===== config.mk =====
export PLATFORM = sky130hd
export DESIGN_NAME = sensor_reply_frame_checker_core
export DESIGN_NICKNAME = d
export VERILOG_FILES = /design/src/hdl/srfc_pkg.sv /design/src/hdl/srfc_in_stage.sv /design/src/hdl/srfc_frame_track.sv /design/src/hdl/srfc_out_stage.sv /design/src/hdl/sensor_reply_frame_checker_core.sv
export SDC_FILE = /design/constraint.sdc
export NUM_CORES = 1
export LEC_CHECK = 0
export ABC_AREA = 1
export BUFFER_PORTS_ARGS = -buffer_cell sky130_fd_sc_hd__buf_2
export CAP_MARGIN = 10
export CORE_MARGIN = 2
export CORE_UTILIZATION = 24
export CTS_BUF_LIST = sky130_fd_sc_hd__clkbuf_8
export DETAILED_ROUTE_END_ITERATION = 8
export PLACE_DENSITY = 0.43
export SYNTH_ARGS = -nofsm -noshare
export SYNTH_HDL_FRONTEND = slang
export SYNTH_SLANG_ARGS = --single-unit

===== constraint.sdc =====
create_clock -name clock -period 4.6 [get_ports clock]
set_input_delay 0.23 -clock clock [delete_from_list [all_inputs] [get_ports clock]]
set_output_delay 0.23 -clock clock [all_outputs]
set_load 0.1 [all_outputs]

===== src/hdl/srfc_pkg.sv =====
// Shared types, constants and the CRC-16/Modbus byte update for the
// sensor reply frame checker. No dependencies.
package srfc_pkg;

   // Frame layout and CRC constants.
   localparam logic [15:0] CrcInit     = 16'hFFFF;
   localparam logic [15:0] CrcPolyRefl = 16'hA001;
   localparam logic [3:0]  CrcSpan     = 4'd6;
   localparam logic [3:0]  FrameLen    = 4'd8;
   localparam logic [3:0]  FirstReading = 4'd2;
   localparam logic [3:0]  LastByte    = 4'd7;
   localparam int          SignBit     = 7;

   // Status codes carried in frame_status.
   localparam logic FrameOk     = 1'b0;
   localparam logic FrameBadCrc = 1'b1;

   // One received byte and its start mark.
   typedef struct packed {
      logic [7:0] rx_byte;
      logic       frame_start;
   } srfc_item_type;

   // One checked frame.
   typedef struct packed {
      logic [15:0]        humidity_tenths;
      logic signed [15:0] temperature_tenths;
      logic               frame_status;
   } srfc_result_type;

   // Reflected CRC-16 update over one byte, LSB first.
   function automatic logic [15:0] crc_byte(input logic [15:0] crc, input logic [7:0] data);
      logic [15:0] c;
      c = crc ^ {8'h00, data};
      for (int k = 0; k < 8; k++) begin
         if (c[0]) begin
            c = (c >> 1) ^ CrcPolyRefl;
         end else begin
            c = c >> 1;
         end
      end
      return c;
   endfunction

endpackage


===== src/hdl/srfc_in_stage.sv =====
// Input register of the frame checker: holds one request until the
// frame tracker takes it. Depends on srfc_pkg.
module srfc_in_stage (
   input  logic                   clock,
   input  logic                   reset,
   input  logic                   req_valid,
   output logic                   req_stall,
   input  srfc_pkg::srfc_item_type req_item,
   input  logic                   advance,
   output logic                   item_valid,
   output srfc_pkg::srfc_item_type item
);
   import srfc_pkg::*;

   logic          valid_ff;
   logic          valid_in;
   srfc_item_type item_ff;
   logic          load;

   // The register takes a new request when it is empty or is being drained.
   assign load      = !valid_ff || advance;
   assign req_stall = !load;
   assign valid_in  = load ? req_valid : valid_ff;

   always_ff @(posedge clock) begin
      if (reset) begin
         valid_ff <= 1'b0;
      end else begin
         valid_ff <= valid_in;
      end
   end

   // Payload needs no reset.
   always_ff @(posedge clock) begin
      if (load && req_valid) begin
         item_ff <= req_item;
      end
   end

   assign item_valid = valid_ff;
   assign item       = item_ff;

endmodule


===== src/hdl/srfc_frame_track.sv =====
// Frame position, running CRC and reading bytes; forms the result when
// the last byte of a frame is processed. Depends on srfc_pkg.
module srfc_frame_track (
   input  logic                     clock,
   input  logic                     reset,
   input  logic                     process,
   input  srfc_pkg::srfc_item_type   item,
   output logic                     result_valid,
   output srfc_pkg::srfc_result_type result
);
   import srfc_pkg::*;

   logic [15:0] crc_ff;
   logic [15:0] crc_in;
   logic [3:0]  pos_ff;
   logic [3:0]  pos_in;
   logic [7:0]  reading_ff [4];
   logic [7:0]  check_low_ff;

   logic [3:0]  pos_eff;
   logic [15:0] crc_eff;
   logic        active;
   logic [1:0]  slot;
   logic [15:0] expect_crc;
   logic [15:0] magnitude;
   logic [15:0] temp_value;

   // A start mark restarts the frame at byte 0 with a fresh CRC.
   assign pos_eff = item.frame_start ? 4'd0 : pos_ff;
   assign crc_eff = item.frame_start ? CrcInit : crc_ff;
   assign active  = (pos_eff < FrameLen);
   assign slot    = pos_eff[1:0] - FirstReading[1:0];

   // Next position and CRC.
   always_comb begin
      pos_in = pos_eff;
      crc_in = crc_eff;
      if (active) begin
         pos_in = pos_eff + 4'd1;
         if (pos_eff < CrcSpan) begin
            crc_in = crc_byte(crc_eff, item.rx_byte);
         end
      end
   end

   always_ff @(posedge clock) begin
      if (reset) begin
         crc_ff <= CrcInit;
         pos_ff <= FrameLen;
      end else if (process) begin
         crc_ff <= crc_in;
         pos_ff <= pos_in;
      end
   end

   // Humidity and temperature bytes, then the low CRC byte.
   always_ff @(posedge clock) begin
      if (process && active && pos_eff >= FirstReading && pos_eff < CrcSpan) begin
         reading_ff[slot] <= item.rx_byte;
      end
      if (process && pos_eff == CrcSpan) begin
         check_low_ff <= item.rx_byte;
      end
   end

   // Result formation on the last byte of the frame.
   assign expect_crc = {item.rx_byte, check_low_ff};
   assign magnitude  = {1'b0, reading_ff[2][6:0], reading_ff[3]};
   assign temp_value = reading_ff[2][SignBit] ? (16'd0 - magnitude) : magnitude;

   always_comb begin
      result_valid = process && (pos_eff == LastByte);
      if (expect_crc != crc_eff) begin
         result.humidity_tenths    = 16'd0;
         result.temperature_tenths = 16'sd0;
         result.frame_status       = FrameBadCrc;
      end else begin
         result.humidity_tenths    = {reading_ff[0], reading_ff[1]};
         result.temperature_tenths = signed'(temp_value);
         result.frame_status       = FrameOk;
      end
   end

endmodule


===== src/hdl/srfc_out_stage.sv =====
// Result register of the frame checker: holds one result until the
// receiver takes it. Depends on srfc_pkg.
module srfc_out_stage (
   input  logic                      clock,
   input  logic                      reset,
   input  logic                      result_valid,
   input  srfc_pkg::srfc_result_type  result,
   output logic                      out_free,
   output logic                      rsp_valid,
   input  logic                      rsp_stall,
   output srfc_pkg::srfc_result_type  rsp_result
);
   import srfc_pkg::*;

   logic            valid_ff;
   logic            valid_in;
   srfc_result_type result_ff;

   // Room for a new result when empty or when the current one leaves now.
   assign out_free = !valid_ff || !rsp_stall;
   assign valid_in = out_free ? result_valid : valid_ff;

   always_ff @(posedge clock) begin
      if (reset) begin
         valid_ff <= 1'b0;
      end else begin
         valid_ff <= valid_in;
      end
   end

   always_ff @(posedge clock) begin
      if (out_free && result_valid) begin
         result_ff <= result;
      end
   end

   assign rsp_valid  = valid_ff;
   assign rsp_result = result_ff;

endmodule


===== src/hdl/sensor_reply_frame_checker_core.sv =====
// Checks 8-byte sensor reply frames one byte per request.
// Depends on srfc_pkg, srfc_in_stage, srfc_frame_track and srfc_out_stage.
//
// Usage:
//   The request channel (req_valid, req_stall, req_rx_byte, req_frame_start)
//   carries one frame byte per request; req_frame_start marks byte 0.
//   CRC-16/Modbus runs over bytes 0 to 5 and is compared with bytes 6
//   (low) and 7 (high). On byte 7 one response is sent on the rsp_ channel
//   with humidity and temperature in tenths and the frame status; a bad
//   CRC gives status 1 and zero readings. Bytes outside a frame and a
//   partial frame cut off by a new start give no response.
//   Byte 7 sits in the input register while the compare with the stored
//   CRC forms the response, which is written into the response register
//   and raises rsp_valid. One request is accepted every cycle while the
//   receiver keeps up; the single-byte CRC update between the two
//   registers sets that figure. After reset both registers are empty and
//   the checker waits for a start mark. While rsp_stall holds a waiting
//   response, the input register fills and then req_stall rises until
//   the response is taken.
module sensor_reply_frame_checker_core (
   input  logic               clock,
   input  logic               reset,
   input  logic               req_valid,
   output logic               req_stall,
   input  logic [7:0]         req_rx_byte,
   input  logic               req_frame_start,
   output logic               rsp_valid,
   input  logic               rsp_stall,
   output logic [15:0]        rsp_humidity_tenths,
   output logic signed [15:0] rsp_temperature_tenths,
   output logic               rsp_frame_status
);
   import srfc_pkg::*;

   srfc_item_type   req_item;
   srfc_item_type   item;
   logic            item_valid;
   logic            out_free;
   logic            process;
   logic            result_valid;
   srfc_result_type result;
   srfc_result_type rsp_result;

   assign req_item.rx_byte     = req_rx_byte;
   assign req_item.frame_start = req_frame_start;

   // A held byte is processed whenever the response register has room.
   assign process = item_valid && out_free;

   srfc_in_stage u_in_stage (
      .clock      (clock),
      .reset      (reset),
      .req_valid  (req_valid),
      .req_stall  (req_stall),
      .req_item   (req_item),
      .advance    (out_free),
      .item_valid (item_valid),
      .item       (item)
   );

   srfc_frame_track u_frame_track (
      .clock        (clock),
      .reset        (reset),
      .process      (process),
      .item         (item),
      .result_valid (result_valid),
      .result       (result)
   );

   srfc_out_stage u_out_stage (
      .clock        (clock),
      .reset        (reset),
      .result_valid (result_valid),
      .result       (result),
      .out_free     (out_free),
      .rsp_valid    (rsp_valid),
      .rsp_stall    (rsp_stall),
      .rsp_result   (rsp_result)
   );

   assign rsp_humidity_tenths    = rsp_result.humidity_tenths;
   assign rsp_temperature_tenths = rsp_result.temperature_tenths;
   assign rsp_frame_status       = rsp_result.frame_status;

endmodule

# --- After elaboration in Yosys (flattened, before gate mapping) ---
# Memory sizes are Yosys's and may differ from the RTL's. A register that Yosys moved wholly into a read port is not among the register bits.
# Cells that the tools add are included.
classes:
  n_mux: 31
  eq_ne: 3
  bitwise: 10
  n_addsub: 3
  reduce_logical: 15
  n_lt_le_gt_ge: 3
ops:
  columns: ["cell", "count"]
  rows:
  - ["$mux 16", 25]
  - ["$not 2->3", 8]
  - ["$ne 16x16->1", 1]
  - ["$sub 1x15->16 const A", 1]
  - ["$xor 16x8->16", 1]
  - ["$mux 15", 1]
  - ["$eq 4x3->1 const B", 2]
  - ["$logic_and 1x1->1", 8]
  - ["$mux 4", 2]
  - ["$add 4x1->4 const B", 1]
  - ["$ge 4x2->1 const B", 1]
  - ["$logic_not 1->1", 4]
  - ["$lt 4x3->1 const B", 1]
  - ["$lt 4x4->1 const B", 1]
  - ["$mux 1", 3]
  - ["$logic_or 1x1->1", 2]
  - ["$reduce_or 2->1", 1]
  - ["$sub 2x2->2 const B", 1]
  - ["$not 1->1", 1]
word_totals:
  out_inout_bits: 35
  mem_count: 1
  ramBits: 32
  word_cells: 76
  register_bits: 56
mem_list:
  columns: ["name", "depth", "width", "rd", "rd_clocked_by_memory_dff", "write_ports", "line", "source"]
  rows:
  - ["u_frame_track.reading_ff", 4, 8, 4, 2, 1, "srfc_frame_track.sv:17", "logic [7:0] reading_ff [4];"]

# --- Longest topological paths before layout ---
# Gate-level depths: netlist of run 1.
depth:
  word_depth: 34
  mapped_depth: 19
  ltp_nobuf: 18

# --- By module ---
# Synthesis of run 1 repeated with hierarchy kept, for this count alone.
unflattened:
  cells_unflattened: 485
  area_unflattened_um2: 4778.3
by_module_without_submodules:
  columns: ["mod", "seq_area_each_um2", "area_each_um2", "instances", "cells_per_inst"]
  rows:
  - ["srfc_frame_track", 1601.5, 3419.5, 1, 429]
  - ["srfc_out_stage", 1011.0, 1034.7, 1, 38]
  - ["srfc_in_stage", 290.3, 316.6, 1, 16]
  - ["sensor_reply_frame_checker_core", 0.0, 7.5, 1, 2]

# --- Worst setup path after synthesis of run 1 ---
# Ideal clock, no wire load.
synth_path:
  path_type: "flip-flop to flip-flop"
  from: "register u_out_stage.valid_ff (netlist: u_out_stage.rsp_valid)"
  to: "register u_frame_track.pos_ff[2]"
  setup_time_ns: 0.116
  t_arrival_ns: 3.863
  setup_slack_ns: 0.620
  required_ns: 4.484
  synth_period_minus_slack_ns: 3.980
  stages_incl_launch_ff: 6
  path_cell_list: "dfxtp_1 > nand2_1 > nand2_1 > nor3_1 > inv_1 > and3_1"
synth_via:
  elab_chain_len: 3
synth_rtl:
  columns: ["item", "line", "source"]
  rows:
  - ["start, declared", "srfc_out_stage.sv:15", "logic valid_ff;"]
  - ["start signal, assigned", "srfc_out_stage.sv:27", "valid_ff <= valid_in;"]
  - ["$logic_not 1->1", "srfc_out_stage.sv:20", "assign out_free = !valid_ff || !rsp_stall;"]
  - ["$logic_or 1x1->1", "srfc_out_stage.sv:20", null]
  - ["$logic_and 1x1->1", "sensor_reply_frame_checker_core.sv:48", "assign process = item_valid && out_free;"]
  - ["end signal, assigned", "srfc_frame_track.sv:49", "pos_ff <= FrameLen;"]
  - ["end signal, assigned", "srfc_frame_track.sv:52", "pos_ff <= pos_in;"]
  - ["end, declared", "srfc_frame_track.sv:15", "logic [3:0] pos_ff;"]
# Every way passes these cells.
# A chain may end at the register's enable or synchronous reset.

# --- Worst setup path in the final report of run 1 ---
layout_path:
  from: "register u_in_stage.item_ff (netlist bit u_in_stage.item[0])"
  to: "memory u_frame_track.reading_ff[2][0], enable pin"
layout_via:
  elab_chain_len: 7
  word_cells_on_any_way: 10
layout_rtl:
  columns: ["item", "line", "source"]
  rows:
  - ["start, declared", "srfc_in_stage.sv:17", "srfc_item_type item_ff;"]
  - ["start signal, assigned", "srfc_in_stage.sv:36", "item_ff <= req_item;"]
  - ["$mux 4 *", "srfc_frame_track.sv:29", "assign pos_eff = item.frame_start ? 4'd0 : pos_ff;"]
  - ["$lt 4x4->1", "srfc_frame_track.sv:31", "assign active = (pos_eff < FrameLen);"]
  - ["$logic_and 1x1->1 (3 in a row)", "srfc_frame_track.sv:58", "if (process && active && pos_eff >= FirstReading && pos_eff < CrcSpan) begin"]
  - ["$mux 1", "srfc_frame_track.sv:58", null]
  - ["$mux 1 (implied by the code)", "srfc_frame_track.sv:59", "reading_ff[slot] <= item.rx_byte;"]
  - ["end, declared", "srfc_frame_track.sv:17", null]
# Mark *: on every way between the ends. The rest lies on a longest branch, timed or not.

==> results of run 1 <==
==> flip-flops by register name (all words and copies together) (netlist names) <==
name                        flops
u_out_stage.rsp_result         17
u_frame_track.pos_ff            4
u_in_stage.item_valid           1
u_in_stage.item                 9
u_frame_track.crc_ff           16
rsp_humidity_tenths            16
u_frame_track.reading_ff       32
u_frame_track.check_low_ff      8
u_out_stage.rsp_valid           1
==> final cells by class <==
class / count / area (um2) / share of cell area, %
Clock buffer: 9 / 124 / 2.20
Multi-Input combinational cell: 292 / 1650 / 29.3
Sequential cell: 104 / 2900 / 51.6
Tap cell: 270 / 338 / 6.00
Clock inverter: 7 / 78.8 / 1.40
Timing Repair Buffer: 53 / 293 / 5.20
Inverter: 65 / 246 / 4.38
==> per-layer routing <==
layer	routed length [um]	vias to the layer above	part of all wire [%]	track usage [%]
met3	583	15	5.6	3.28
met1	4940	1544	47	12.8
met2	4790	74	46	16.7
met4	112	0	1.1	2.28
li1	-	1669	-	-
met5	0	-	0	0
==> cells in the mapped netlist <==
cell / n / area share, %
a21oi_1: 35 / 3.6
a21oi_2: 2 / 0.36
a22oi_1: 1 / 0.15
a311oi_2: 1 / 0.31
and3_1: 1 / 0.13
buf_2: 1 / 0.10
buf_6: 3 / 0.69
buf_8: 2 / 0.61
clkbuf_1: 7 / 0.54
clkinv_1: 1 / 0.077
dfxtp_1: 22 / 9.0
edfxtp_1: 82 / 50
ha_1: 6 / 1.5
inv_1: 62 / 4.8
inv_2: 1 / 0.077
inv_4: 1 / 0.13
nand2_1: 82 / 6.3
nand2_2: 3 / 0.38
nand3_1: 9 / 0.92
nand3_2: 3 / 0.61
nand4_1: 4 / 0.51
nor2_1: 42 / 3.2
nor2_2: 14 / 1.8
nor2_4: 14 / 3.2
nor3_1: 5 / 0.51
nor4_2: 1 / 0.26
o2111ai_1: 1 / 0.18
o211ai_1: 1 / 0.15
o21a_1: 2 / 0.31
o21ai_0: 34 / 3.5
o221ai_1: 2 / 0.36
o31ai_2: 1 / 0.26
o41ai_1: 1 / 0.18
or2_2: 3 / 0.38
xnor2_1: 1 / 0.18
xor2_1: 22 / 3.9
xor2_2: 1 / 0.33
==> where the power goes <==
group | internal, W | switching, W | leakage, nW
clock | 0.000258 | 0.000337 | 0.103
combinational | 0.0000540 | 0.0000995 | 1.23
sequential | 0.00103 | 0.0000362 | 1.01
total | 0.00134 | 0.000473 | 2.34
==> through the flow <==
step	worst slack [ns]	hold slack, ns
after global routing	0.684	0.00547
final	1.07	0.0271
after CTS	1.02	0.00194
after global placement	1.15	0.416
after floorplan	0.620	0.329
after detailed placement	1.04	0.408
==> kinds of logic (layout without fill, tap and decap cells) <==
kind of cell / after synthesis / count (layout) / share of synthesized area (%)
and+or+nand+nor: 181 / 181 / 18.3
DFF: 104 / 104 / 59.4
AOI/OAI and AO/OA: 81 / 81 / 9.32
buffers and inverters: 78 / 134 / 6.99
xor gates and xnor gates: 24 / 24 / 4.46
adders and majority gates: 6 / 6 / 1.54
==> worst max path at each step <==
stage / startpoint / end / slack [ns] / depth (start not counted)
CTS: u_in_stage.item[0]$_DFFE_PP_ / u_frame_track.reading_ff[2][7]$_DFFE_PP_ / 1.02 / 8
detailed placement: u_in_stage.item[0]$_DFFE_PP_ / u_frame_track.reading_ff[2][5]$_DFFE_PP_ / 1.04 / 8
global route: u_in_stage.item[0]$_DFFE_PP_ / u_frame_track.reading_ff[1][1]$_DFFE_PP_ / 0.68 / 8
global placement: u_in_stage.item[0]$_DFFE_PP_ / u_frame_track.reading_ff[1][6]$_DFFE_PP_ / 1.15 / 8
floorplan: u_out_stage.rsp_valid$_SDFFE_PP0P_ / u_frame_track.pos_ff[2]$_SDFFE_PP0P_ / 0.62 / 5
finish: u_in_stage.item[0]$_DFFE_PP_ / u_frame_track.reading_ff[2][0]$_DFFE_PP_ / 1.07 / 8
==> flow_metrics.env, run 1 <==
export IMPL_r2r_end="u_frame_track.reading_ff[2][0]$_DFFE_PP_"
export IMPL_synth_cell_types=37
export IMPL_final_common_cell="edfxtp_1"
export IMPL_grt_pass1_wl_mm=16.7
export IMPL_clk_pin_slew_ns=0.10
export IMPL_postLayoutCellArea_mm2=0.00563
export IMPL_gp_congestion=0.821
export IMPL_wire_per_inst_um=13.0
export IMPL_slew_headroom_pct=30.1
export IMPL_grt_antenna_before_repair=0
export IMPL_cp_end_kind="register"
export IMPL_yosys_warnings=0
export IMPL_finalCritPeriodShare_pct=76.7
export IMPL_grt_max_degree=35
export IMPL_path_cells="inv_4, nand2_1, inv_1, nand2_1, nand2_1, inv_1, nand2_1, nor2_1"
export IMPL_via_per_inst=4.13
export IMPL_criticalPathCategory="register to register"
export IMPL_htree_levels=3
export IMPL_hold_viol=0
export IMPL_crit_fanout=23
export IMPL_worstReg2RegStart="u_in_stage.item[0]$_DFFE_PP_"
export IMPL_drt_total_wl_mm=10.4
export IMPL_num_vias=3302
export IMPL_maxCapViolations=0
export IMPL_num_io_pins=48
export IMPL_layout_common_cells="edfxtp_1 (82), nand2_1 (81), inv_1 (62)"
export IMPL_status="complete, no violations"
export IMPL_num_rows=52
export IMPL_initial_core_util_pct=24.3
export IMPL_critPathMaxStageDelay_ns=1.05
export IMPL_layout_drive_gt1_share_pct=20.9
export IMPL_clock_fmax_ghz=0.283
export IMPL_grt_overflow=0
export IMPL_fill_cells=2090
export IMPL_vdd_drop_max_v=0.000110
export IMPL_skew_ns=0.0131
export IMPL_drc=0
export IMPL_cp_top_family="simple AND/OR/NAND/NOR gates"
export IMPL_final_max_slew_viol_count=0
export IMPL_hp_class="input port to register"
export IMPL_synth_seq_cells=104
export IMPL_numClockSinks=104
export IMPL_syn_area_per_cell_um2=10.3
export IMPL_synthCells=474
export IMPL_n_antenna_cell=0
export IMPL_die_w_um=147
export IMPL_post_cts_resized=0
export IMPL_layout_nets=544
export IMPL_setup_viol_count_final=0
export IMPL_hpwl_mm=7.54
export IMPL_synth_seq_area_share_pct=59.4
export IMPL_finalPower_w=0.00181
export IMPL_cts_tree="done"
export IMPL_ant_nets=0
export IMPL_finalNonFillerCells=800
export IMPL_crit_top_cell="nand2_1"
export IMPL_detailedRoute_firstIterationViolations=254
export IMPL_cp_start_kind="register"
export IMPL_coreArea_mm2=0.0201
export IMPL_p_leak_nw=2.34
export IMPL_numPortBuffers=47
export IMPL_dp_cells=779
export IMPL_cts_buffer_depth=2
export IMPL_first_pass_iters=4
export IMPL_cts_root_buf="clkbuf_8"
export IMPL_synthesis_area_mm2=0.00488
export IMPL_min_path_cells=1
export IMPL_holdBufCountCts=5
export IMPL_min_to="u_in_stage.item[2]$_DFFE_PP_"
export IMPL_rsz0062_at_grt="no"
export IMPL_synthToLayoutAreaGrowth_pct=15.3
export IMPL_dieArea_mm2=0.0215
export IMPL_cp_arrival_ns=3.55
export IMPL_cpMaxStageDelayCell="edfxtp_1"
export IMPL_min_from="req_rx_byte[1]"
export IMPL_reg2reg_slack_ns=1.07
export IMPL_rr_worst_depth=8
export IMPL_path_buf_inv=3
export IMPL_fin_setup_tns_ns=0
export IMPL_numCtsBuffers=9
export IMPL_postPlaceCellArea_mm2=0.00538
export IMPL_track_usage_pct=10.0
export IMPL_period_minus_slack_ns=3.53
export IMPL_power_density_mw_per_mm2=322
export IMPL_grt_pass1_vias=3192
export IMPL_synth_fp_nets=493
export IMPL_crit_required_ns=4.62
export IMPL_clk_latency_ns=0.39
export IMPL_postCtsSetupBuffers=0
export IMPL_worst_slew_pin_transition_ns=1.05
export IMPL_fin_util_pct=28.0
export IMPL_die_h_um=147
Power figures use the tool's default switching activity.
==> run 2: changes to the inputs <==
--- a/config.mk
+++ b/config.mk
@@ -12,7 +12,7 @@
 export CORE_UTILIZATION = 24
 export CTS_BUF_LIST = sky130_fd_sc_hd__clkbuf_8
 export DETAILED_ROUTE_END_ITERATION = 8
-export PLACE_DENSITY = 0.43
+export PLACE_DENSITY = 0.44
 export SYNTH_ARGS = -nofsm -noshare
 export SYNTH_HDL_FRONTEND = slang
 export SYNTH_SLANG_ARGS = --single-unit
==> constraint.sdc (replaced) <==
create_clock -name clock -period 3.2 [get_ports clock]
set_input_delay 0.16 -clock clock [delete_from_list [all_inputs] [get_ports clock]]
set_output_delay 0.16 -clock clock [all_outputs]
set_load 0.1 [all_outputs]
==> run 2 against run 1 <==
Register-to-register slack lost 0.48 ns. Via count increased by 1.0%. Largest power group unchanged. Combinational power rose by 58%. Sequential power grew 42%. Maximum frequency is 35% higher. Total power increased by 41%.
==> flow_metrics.env, run 2 (synthesis results as in run 1) <==
export IMPL_criticalPathCategory="register to register"
export IMPL_num_rows=52
export IMPL_numCtsBuffers=9
export IMPL_skew_ns=0.0163
export IMPL_die_w_um=147
export IMPL_use_met2_pct=17.1
export IMPL_num_io_pins=48
export IMPL_p_int_w=0.00187
export IMPL_fill_cells=2108
export IMPL_dieArea_mm2=0.0215
export IMPL_finalPower_w=0.00256
export IMPL_power_density_mw_per_mm2=445
export IMPL_clock_fmax_ghz=0.383
export IMPL_cp_start_kind="register"
export IMPL_grt_pass1_vias=3281
export IMPL_hp_class="input port to register"
export IMPL_hold_viol=0
export IMPL_vdd_drop_max_v=0.000166
export IMPL_wire_per_inst_um=13.0
export IMPL_p_clk_share_pct=31.0
export IMPL_gp_congestion=0.824
export IMPL_path_cells="nor2_1, or2_2, nand4_1, nor2_1, nand2_2, buf_4, a21oi_2, o21a_1"
export IMPL_post_cts_resized=0
export IMPL_via_per_inst=4.08
export IMPL_slew_headroom_pct=44.7
export IMPL_postCtsSetupBuffers=0
export IMPL_period_minus_slack_ns=2.61
export IMPL_grt_max_degree=34
export IMPL_htree_levels=3
export IMPL_finalCritPeriodShare_pct=81.5
export IMPL_rsz0062_at_grt="no"
export IMPL_p_sw_w=0.000694
export IMPL_final_max_slew_viol_count=0
export IMPL_p_seq_share_pct=59.5
export IMPL_initial_core_util_pct=24.3
export IMPL_regMostFlops="u_frame_track.reading_ff"
export IMPL_cts_root_buf="clkbuf_8"
export IMPL_cp_arrival_ns=2.75
export IMPL_maxCapViolations=0
export IMPL_combPwrFrac_pct=9.4
export IMPL_cts_buffer_depth=2
export IMPL_drt_total_wl_mm=10.6
export IMPL_setup_viol_count_final=0
export IMPL_holdBufCountCts=9
export IMPL_clk_latency_ns=0.38
export IMPL_globalRouteMet1Util_pct=13.2
export IMPL_synthToLayoutAreaGrowth_pct=17.9
export IMPL_numClockSinks=104
export IMPL_crit_required_ns=3.34
export IMPL_crit_top_cell="nor2_1"
export IMPL_track_usage_pct=10.4
export IMPL_grt_antenna_before_repair=0
export IMPL_num_vias=3336
export IMPL_cp_end_kind="register"
export IMPL_hpwl_mm=7.39
export IMPL_clk_pin_slew_ns=0.11
export IMPL_crit_fanout=16
export IMPL_layout_nets=561
export IMPL_drc=0
export IMPL_numPortBuffers=47
export IMPL_largest_reg_flops=32
export IMPL_p_leak_nw=2.42
export IMPL_met3_usage_pct=3.16
export IMPL_final_common_cell="edfxtp_1"
export IMPL_critPathMaxStageDelay_ns=0.91
export IMPL_n_antenna_cell=0
export IMPL_ant_nets=0
export IMPL_status="complete, no violations"
export IMPL_cpMaxStageDelayCell="edfxtp_1"
export IMPL_grt_pass1_wl_mm=17.2
export IMPL_worst_slew_pin_transition_ns=0.829
export IMPL_grt_busiest_layer="met2"
export IMPL_first_pass_iters=4
export IMPL_grt_overflow=0
export IMPL_fin_setup_tns_ns=0
export IMPL_cts_tree="done"
export IMPL_path_buf_inv=1
export IMPL_swShare_pct=27.1
export IMPL_detailedRoute_firstIterationViolations=193
export IMPL_layout_common_cells="edfxtp_1 (82), nand2_1 (81), inv_1 (63)"
export IMPL_coreArea_mm2=0.0201
export IMPL_layout_drive_gt1_share_pct=22.5
export IMPL_die_h_um=147
export IMPL_cp_top_family="simple AND/OR/NAND/NOR gates"
run 2: changes by cell type in the layout (fill, tap and decap cells not counted), moves of 2 or more:
cell	delta
dlygate4sd3_1	+4
inv_6	+2
buf_4	+13
clkinv_2	-2
run 2: power by group through the flow:
stage               clock (W)  sequential [W]  combinational [W]
global route         0.000879         0.00153           0.000275
CTS                  0.000830         0.00153           0.000242
finish               0.000794         0.00152           0.000242
detailed placement          0         0.00156           0.000233
floorplan                   0         0.00153           0.000177
global placement            0         0.00156           0.000230
run 2: cell type report:
cell class	instances	area, um2	share of cell area [%]
multi-input cells	292	1650	28.7
well taps	270	338	5.86
repair buffers	70	430	7.47
inverters	65	246	4.28
clock inverters	7	65.1	1.13
flip-flops and latches	104	2900	50.4
clock buffers	9	124	2.15
run 2: final timing paths:
path,slack [ns],startpoint,depth (start not counted),to
setup / recovery,0.59,u_in_stage.item[0]$_DFFE_PP_,8,u_out_stage.rsp_result[15]$_SDFFCE_PP0P_
setup reg to reg,0.59,u_in_stage.item[0]$_DFFE_PP_,8,u_out_stage.rsp_result[15]$_SDFFCE_PP0P_
hold reg to reg,0.48,u_frame_track.crc_ff[8]$_SDFFE_PP1P_,2,u_frame_track.crc_ff[8]$_SDFFE_PP1P_
hold / removal,0.04,req_valid,3,u_in_stage.item_valid$_SDFFE_PP0N_
run 2: through the flow:
step / cells / worst slack, ns / area, um2 / util [%] / hold WS, ns
floorplan: 474 / 0.0568 / 4890 / - / 0.259
global placement: 792 / 0.652 / 5480 / 27.3 / 0.340
detailed placement: 792 / 0.604 / 5480 / 27.3 / 0.341
CTS: 817 / 0.568 / 5760 / 28.7 / 0.0120
global route: 817 / 0.276 / 5760 / 28.7 / 0.0297
finish: 817 / 0.591 / 5760 / 28.7 / 0.0430
run 2: routing by layer:
metal | part of all wire [%] | vias to the layer above
li1 | - | 1703
met1 | 47 | 1539
met2 | 46 | 81
met3 | 6.1 | 13
met4 | 1.4 | 0
met5 | 0 | -
run 2: worst min-delay path: stages:
cell	delay, ns
buf_2	0.09
nand2_1	0.08
a21oi_1	0.06
==> run 3: changes to the inputs <==
==> constraint.sdc (replaced) <==
create_clock -name clock -period 2.35 [get_ports clock]
set_input_delay 0.1175 -clock clock [delete_from_list [all_inputs] [get_ports clock]]
set_output_delay 0.1175 -clock clock [all_outputs]
set_load 0.1 [all_outputs]
==> run 3 against run 2 <==
Via count rose by 0.33%. Cell count rose by 0.73%. Sequential power rose by 36%. Die area did not move. Sequential cell count did not move. Register-to-register slack got worse by 0.35 ns. Largest cell class unchanged. Critical path type unchanged.
==> flow_metrics.env, run 3 (synthesis results as in run 1) <==
export IMPL_critPathMaxStageDelay_ns=0.42
export IMPL_rr_worst_depth=16
export IMPL_min_path_cells=3
export IMPL_power_density_mw_per_mm2=596
export IMPL_cts_tree="done"
export IMPL_worstReg2RegStart="u_in_stage.item[0]$_DFFE_PP_"
export IMPL_regMostFlops="u_frame_track.reading_ff"
export IMPL_slew_headroom_pct=67.4
export IMPL_worst_slew_pin_transition_ns=0.493
export IMPL_dieArea_mm2=0.0215
export IMPL_crit_required_ns=2.63
export IMPL_initial_core_util_pct=24.3
export IMPL_crit_top_cell="nand2_1"
export IMPL_grt_pass1_vias=3123
export IMPL_ant_nets=0
export IMPL_gp_congestion=0.811
export IMPL_clk_pin_slew_ns=0.10
export IMPL_drt_total_wl_mm=10.3
export IMPL_vdd_drop_max_v=0.000239
export IMPL_hp_class="input port to register"
export IMPL_grt_overflow=0
export IMPL_first_pass_iters=5
export IMPL_cpMaxStageDelayCell="edfxtp_1"
export IMPL_cp_top_family="simple AND/OR/NAND/NOR gates"
export IMPL_final_max_slew_viol_count=0
export IMPL_grt_antenna_before_repair=0
export IMPL_track_usage_pct=9.89
export IMPL_layout_common_cells="edfxtp_1 (82), nand2_1 (80), inv_1 (62)"
export IMPL_numCtsBuffers=9
export IMPL_final_common_cell="edfxtp_1"
export IMPL_synthToLayoutAreaGrowth_pct=20.1
export IMPL_via_per_inst=4.07
export IMPL_wire_per_inst_um=12.5
export IMPL_numPortBuffers=47
export IMPL_period_minus_slack_ns=2.11
export IMPL_status="complete, no violations"
export IMPL_finalCritPeriodShare_pct=89.7
export IMPL_num_io_pins=48
export IMPL_die_w_um=147
export IMPL_criticalPathCategory="register to register"
export IMPL_htree_levels=3
export IMPL_path_buf_inv=2
export IMPL_p_leak_nw=2.47
export IMPL_min_to="u_out_stage.rsp_valid$_SDFFE_PP0P_"
export IMPL_path_cells="buf_12, nor2_4, xor2_1, nand2_1, nand2_2, inv_1, nand3_2, nand2_1, nand2_1, nand3_1, nand2_1, nand2_1, nand3_1, nand2_1, nand2_1, nand2_1"
export IMPL_fin_setup_tns_ns=0
export IMPL_num_vias=3347
export IMPL_hpwl_mm=7.59
export IMPL_maxCapViolations=0
export IMPL_largest_reg_flops=32
export IMPL_cts_buffer_depth=2
export IMPL_postLayoutCellArea_mm2=0.00586
export IMPL_crit_cells=16
export IMPL_cp_arrival_ns=2.38
export IMPL_clk_latency_ns=0.38
export IMPL_hold_viol=0
export IMPL_num_rows=52
export IMPL_skew_ns=0.0123
export IMPL_detailedRoute_firstIterationViolations=207
export IMPL_die_h_um=147
export IMPL_rsz0062_at_grt="no"
export IMPL_layout_nets=567
export IMPL_grt_pass1_wl_mm=16.4
export IMPL_n_antenna_cell=0
export IMPL_numClockSinks=104
export IMPL_cts_root_buf="clkbuf_8"
export IMPL_cp_start_kind="register"
export IMPL_r2r_end="u_frame_track.crc_ff[0]$_SDFFE_PP1P_"
export IMPL_grt_max_degree=34
export IMPL_min_from="rsp_stall"
export IMPL_clock_fmax_ghz=0.474
export IMPL_drc=0
export IMPL_coreArea_mm2=0.0201
export IMPL_layout_drive_gt1_share_pct=24.1
export IMPL_setup_viol_count_final=0
export IMPL_crit_fanout=19
export IMPL_cp_end_kind="register"
export IMPL_reg2reg_slack_ns=0.24
export IMPL_postPlaceCellArea_mm2=0.00557
-- run 3: through the flow --
step                      total power (W)  hold WS (ns)  util (%)  setup slack (ns)  std cells
after floorplan                   0.00233         0.216         -            0.0160        474
after global routing              0.00367         0.110      29.2            0.0400        823
after detailed placement          0.00245         0.296      27.7             0.215        797
after CTS                         0.00356        0.0787      29.1             0.179        823
final                             0.00349         0.107      29.2             0.241        823
after global placement            0.00245         0.295      27.7             0.217        797
-- run 3: cell type report --
class	instances	area, um2
fillers	2092	14200
flip-flops and latches	104	2900
multi-input cells	292	1680
repair buffers	76	515
well taps	270	338
inverters	65	246
clock buffers	9	124
clock inverters	7	61.3
-- run 3: power by group --
| part | switching, W | total (W) | internal (W) |
|---|---|---|---|
| combinational | 0.000225 | 0.000358 | 0.000133 |
| clock | 0.000668 | 0.00108 | 0.000408 |
| sequential | 0.0000458 | 0.00206 | 0.00201 |
| total | 0.000939 | 0.00349 | 0.00256 |
-- run 3: what timing repair did --
action / in CTS / in global routing
endpoints found under the setup margin: 0 / 2
resized for setup: 0 / 2
setup buffers: 0 / 0
hold endpoints to repair: 10 / 0
hold buffers: 10 / 0
-- run 3: how the worst max path moves through the flow --
stage                            startpoint                              endpoint  slack (ns)
6_report       u_in_stage.item[0]$_DFFE_PP_  u_frame_track.crc_ff[0]$_SDFFE_PP1P_        0.24
4_1_cts        u_in_stage.item[0]$_DFFE_PP_  u_frame_track.crc_ff[0]$_SDFFE_PP1P_        0.18
5_1_grt        u_in_stage.item[0]$_DFFE_PP_  u_frame_track.crc_ff[0]$_SDFFE_PP1P_        0.04
2_1_floorplan  u_in_stage.item[0]$_DFFE_PP_  u_frame_track.pos_ff[2]$_SDFFE_PP0P_        0.02
3_5_place_dp   u_in_stage.item[0]$_DFFE_PP_  u_frame_track.crc_ff[0]$_SDFFE_PP1P_        0.22
3_3_place_gp   u_in_stage.item[0]$_DFFE_PP_  u_frame_track.crc_ff[0]$_SDFFE_PP1P_        0.22
-- run 3: worst register-to-register path: stages, from the launching register on --
cell and delay, ns:
edfxtp_1 0.42, buf_12 0.19, nor2_4 0.15, xor2_1 0.25, nand2_1 0.10, nand2_2 0.13
inv_1 0.06, nand3_2 0.08, nand2_1 0.07, nand2_1 0.06, nand3_1 0.12, nand2_1 0.10
nand2_1 0.05, nand3_1 0.07, nand2_1 0.05, nand2_1 0.05, nand2_1 0.04
-- run 3: metal layers --
layer | track usage (%) | share of wire (%)
met5 | 0 | 0
met2 | 16.1 | 46
met4 | 2.96 | 1.6
met3 | 2.94 | 4.9
met1 | 12.7 | 47
